## src/design/group_signature_sorter_unit_assert.svh

```systemverilog
// assertion macros for the group signature sorter
`ifndef GROUP_SIGNATURE_SORTER_UNIT_ASSERT_SVH
`define GROUP_SIGNATURE_SORTER_UNIT_ASSERT_SVH
`ifndef ASSERT_OFF
`define GSS_ASSERT_SAME(lbl, clk, rstn, ante, cons, msg) \
    lbl: assert property (@(posedge clk) disable iff (!rstn) (ante) |-> (cons)) else $error(msg);
`define GSS_ASSERT_NEXT(lbl, clk, rstn, ante, cons, msg) \
    lbl: assert property (@(posedge clk) disable iff (!rstn) (ante) |=> (cons)) else $error(msg);
`else
`define GSS_ASSERT_SAME(lbl, clk, rstn, ante, cons, msg)
`define GSS_ASSERT_NEXT(lbl, clk, rstn, ante, cons, msg)
`endif
`endif

```

## src/design/gss_pkg.sv

```systemverilog
// shared constants and types of the group signature sorter
`default_nettype none
package gss_pkg;
    localparam int MAX_SIG_WORDS_DEF = 64;
    localparam int MAX_GROUP_DEF     = 16;

    localparam int          SW_REG_W       = 7;
    localparam int          GS_REG_W       = 5;
    localparam int          CFG_DATA_W     = 7;
    localparam int          CFG_IDX_W      = 2;
    localparam logic [6:0]  SIG_WORDS_RST  = 7'd16;
    localparam logic [4:0]  GROUP_SIZE_RST = 5'd16;

    localparam logic [1:0]  REG_SIG_WORDS  = 2'd0;
    localparam logic [1:0]  REG_GROUP_SIZE = 2'd1;

    localparam logic        FUNC_LOAD = 1'b0;
    localparam logic        FUNC_READ = 1'b1;

    typedef enum logic [1:0] {
        CELL_HOLD,
        CELL_INIT,
        CELL_INSERT,
        CELL_ROTATE
    } t_cell_op;
endpackage
`default_nettype wire

```

## src/design/gss_cell.sv

```systemverilog
// one cell of the rank chain: holds one signature slot number
`default_nettype none
module gss_cell #(
    parameter int SL_W = 4,
    parameter int IDX  = 0
) (
    input  wire logic              i_clk,
    input  wire gss_pkg::t_cell_op i_op,
    input  wire logic [SL_W-1:0]   i_j,
    input  wire logic [SL_W-1:0]   i_i,
    input  wire logic [SL_W-1:0]   i_key,
    input  wire logic [SL_W-1:0]   i_left,
    input  wire logic [SL_W-1:0]   i_right,
    output logic      [SL_W-1:0]   o_slot
);
    import gss_pkg::*;

    localparam logic [SL_W-1:0] IDX_V = SL_W'(IDX);

    logic [SL_W-1:0] r_slot;

    always_ff @(posedge i_clk) begin
        case (i_op)
            CELL_INIT: r_slot <= IDX_V;
            CELL_INSERT: begin
                // key lands at j, cells above j up to i move one place up
                if (IDX_V == i_j) begin
                    r_slot <= i_key;
                end else if (IDX_V > i_j && IDX_V <= i_i) begin
                    r_slot <= i_left;
                end
            end
            CELL_ROTATE: r_slot <= i_right;
            default: r_slot <= r_slot;
        endcase
    end

    assign o_slot = r_slot;
endmodule
`default_nettype wire
```

## config.mk

```make
export PLATFORM = sky130hd
export DESIGN_NAME = gss_cell
export DESIGN_NICKNAME = d
export VERILOG_FILES = /design/src/design/group_signature_sorter_unit_assert.svh /design/src/design/gss_pkg.sv /design/src/design/gss_cell.sv
export SDC_FILE = /design/constraint.sdc
export NUM_CORES = 1
export LEC_CHECK = 0
export BUFFER_PORTS_ARGS = -buffer_cell sky130_fd_sc_hd__buf_4
export CORE_AREA = 2 2 39 41
export CTS_BUF_LIST = sky130_fd_sc_hd__clkbuf_8
export CTS_CLUSTER_SIZE = 40
export DETAILED_ROUTE_END_ITERATION = 8
export DIE_AREA = 0 0 41 43
export PLACE_DENSITY = 0.55
export SLEW_MARGIN = 40
export SYNTH_ARGS = -nofsm -noshare
export SYNTH_HDL_FRONTEND = slang
export SYNTH_SLANG_ARGS = --single-unit
export TNS_END_PERCENT = 30
```

## constraint.sdc

```tcl
create_clock -name i_clk -period 1.75 [get_ports i_clk]
set_input_delay 0.175 -clock i_clk [delete_from_list [all_inputs] [get_ports i_clk]]
set_output_delay 0.175 -clock i_clk [all_outputs]
set_load 0.01 [all_outputs]
```

Yosys cells after proc, flatten, opt, wreduce, memory -nomap -nowiden
Cells that the tools add are included.
{"block": "word_totals", "output_inout_bits": 4, "inputBits": 23, "elab_cells": 14, "ff_bits": 4}
{"block": "op_classes", "n_mux": 3, "reduce_logical": 4, "eq_ne": 4, "magnitude_cmp": 2}
{"operator": "$pmux 4 s3", "n": 1}
{"operator": "$mux 4", "n": 2}
{"operator": "$eq 2x2->1 const B", "n": 2}
{"operator": "$gt 1x4->1 const A", "n": 1}
{"operator": "$le 1x4->1 const A", "n": 1}
{"operator": "$logic_not 4->1", "n": 1}
{"operator": "$ne 3x3->1 const B", "n": 1}
{"operator": "$reduce_bool 3->1", "n": 1}
{"operator": "$eq 2x1->1 const B", "n": 1}
{"operator": "$reduce_and 2->1", "n": 1}
{"operator": "$logic_and 1x1->1", "n": 1}

Depth between registers and ports, before layout
{"block": "logic_depth", "ltp_word": 5, "depth_mapped": 3, "ltp_nobuf": 3}

Worst setup path before layout
No wires, ideal clock.
{"block": "synth_timing", "path_type": "input-to-reg", "startpoint": "input port i_j[1]", "endpoint": "register r_slot[0] (netlist: o_slot[0]) (data pin)", "stages": 3, "setup_ns": 0.263, "t_required_ns": 1.487, "path_buffers": 0, "path_slack_ns": 0.619, "t_arrival_ns": 0.868, "path_cell_list": "nor4_4 > mux2i_1 > a21oi_1"}
{"block": "synth_via", "elab_chain_len": 3}
{"item": "start, declared", "line_no": "gss_cell.sv:9", "text": "input wire logic [SL_W-1:0] i_j,"}
{"item": "$logic_not 4->1", "line_no": "gss_cell.sv:27", "text": "if (IDX_V == i_j) begin"}
{"item": "$mux 4", "line_no": "gss_cell.sv:27"}
{"item": "$pmux 4 s3", "line_no": "gss_cell.sv:23", "text": "case (i_op)"}
{"item": "end signal, assigned", "line_no": "gss_cell.sv:28", "text": "r_slot <= i_key;"}
{"item": "end signal, assigned", "line_no": "gss_cell.sv:30", "text": "r_slot <= i_left;"}
{"item": "end signal, assigned", "line_no": "gss_cell.sv:33", "text": "CELL_ROTATE: r_slot <= i_right;"}
{"item": "end, declared", "line_no": "gss_cell.sv:20", "text": "logic [SL_W-1:0] r_slot;"}
No other way between the ends.
A chain may end at the register's enable or synchronous reset.

Worst setup path after layout
Same ends and word-level chain as after synthesis.

==> flow_summary.toml <==
[status]
outcome = "finished clean"

[timing]
tightest_slew_ns = 0.444
min_period_ns = 1.14
final.setup.tns_ns = 0
hold_viol = 0
report.final.slew_viol_count = 0
hold_ws_ns = 0.334
period_share = 0.652
rsz0062_at_grt = "false"
setup_ws_ns = 0.609
setup_viol = 0
slew_headroom = 0.702
fmax_mhz = 877

[clock_tree]
cts_num_sinks = 4
hold_buffers = 0
h-tree-depth = 1
cts_tree = "built"
cts_repair_resize_count = 0
postCtsSetupBuffers = 0
cts_root_buffer = "clkbuf_8"
cts_buffers = 3
cts_buffer_depth = 2
clkTransAtPathRegs_ns = 0.03

[route]
vias = 245
drtPass1Iterations = 2
drt_wl_total_um = 598
vias_per_cell = 4.02
drt_iter0_markers = 4
drc_errors = 0
drtAntennaViolNets = 0
wire_per_inst_um = 9.80

[placement]
buffer_ports.inserted = 22
placed_cells = 58
place_area_um2 = 418
dpl_worst_slack_ns = 0.375
gp_routability_congestion = 0.717

[yosys]
synth.area.top_cells = "edfxtp_1 (52%), mux2i_1 (17%), nor4_4 (9.1%), a21oi_1 (8.6%), o21ai_0 (8.6%)"
yosysWarnings = 0
syn-instance-count = 20
synth_area_um2 = 233
ys_ff_latch = 4
synth_fp_nets = 43
synth_cell_type_count = 7
syn_area_per_cell_um2 = 11.6
synth_top_cell_by_area = "edfxtp_1"
synth_top_area_share = 0.516
synth-seq-area-share = 0.516

[pwr]
pwr-share-clk = 0.502
power_frac_seq = 0.315
intPower_uw = 306
p_sw_frac = 0.189
ir_worst_vdd_uv = 242
power.total_uw = 377
netSwitchingPower_uw = 71.4
pwr-share-comb = 0.182
p_leak_nw = 0.198
power_density_mw_per_mm2 = 822

[global_route]
grt_pass1_wl_um = 924
grt_use_met1 = 0.104
grt_busiest_layer = "met1"
grt_max_degree = 10
grt-ovfl-total = 0
grt_pass1_vias = 219
grtUsageMet3 = 0.0366
antenna_found_initial = 0
track_usage = 0.0826
grt_use_met2 = 0.0969

[finish]
nFillCells = 148
final_common_cell = "buf_4"
drive_gt1_frac = 0.578
largest_reg_flops = 4
fin_nets = 70
final_cell_mix = "buf_4 (22), mux2i_1 (4), o21ai_0 (4), a21oi_1 (4), edfxtp_1 (4)"
utilization = 0.332
design_area_um2 = 459
n_antenna_cell = 0
fin_cells = 61
syn2layout_area_growth_pct = 97.3

[worst_setup_path]
cp_max_fo = 5
worstPathArrival_ns = 1.09
crit_path_top_delay_cell = "nor4_4"
crit_path_max_incr_delay_ns = 0.46
critical_path_class = "in -> reg"
start_kind = "primary input"
worstPathRequired_ns = 1.70
worst_setup_path_end_kind = "register"
cp_cell_sequence = "buf_4, nor4_4, mux2i_1, a21oi_1"

[floorplan]
core_mm2 = 0.00138
fp.dieW_um = 41
rows = 14
ios = 27
die_y_um = 43
start_util = 0.168
die_area_mm2 = 0.00176

[worst_hold_path]
hold_class = "in -> reg"

[flow_run]
cap_viol_max_count = 0
critical path, delay by kind of cell:
| kind | cells | cell delay [ns] |
|---|---|---|
| simple gates | 1 | 0.46 |
| mux | 1 | 0.24 |
| buf+inv | 1 | 0.12 |
| compound gates | 1 | 0.09 |
cells by family after synthesis:
| group | after synthesis | share of synthesized area |
|---|---|---|
| AO/OA/AOI/OAI | 8 | 0.172 |
| multiplexers | 4 | 0.172 |
| flip-flops | 4 | 0.516 |
| AND/OR/NAND/NOR | 3 | 0.124 |
| buffers and inverters | 1 | 0.0161 |
power groups by stage:
stage                     registers, mW  logic [mW]  clock network, mW
after floorplan                   0.126      0.0152                  0
after global placement            0.120      0.0692                  0
after detailed placement          0.120      0.0695                  0
after CTS                         0.119      0.0695              0.196
after global routing              0.120      0.0759              0.201
final                             0.119      0.0688              0.190
path summary, 6_finish.rpt:
path | start | endpoint | slack (ns) | cells past startpoint
worst max-delay path | i_j[1] | o_slot[0] | 0.61 | 4
worst min-delay path | i_right[2] | o_slot[2] | 0.33 | 3
cell usage after synthesis:
master	instances
o21ai_0	4
edfxtp_1	4
nand2_1	2
mux2i_1	4
inv_1	1
a21oi_1	4
nor4_4	1
routing by layer:
layer	vias up	part of all wire	wire length [µm]
met2	12	0.47	284
met3	0	0.12	70
li1	127	-	-
met1	106	0.41	243
met5	-	0	0
met4	0	0	0
cell type report:
cell class,instances,area [µm²],share of cell area
Clock buffer,3,41.3,0.0899
Inverter,1,3.75,0.00817
Multi-Input combinational cell,15,109,0.237
Sequential cell,4,120,0.262
Tap cell,16,20.0,0.0436
Timing Repair Buffer,22,165,0.360
Power figures use the tool's default switching activity.
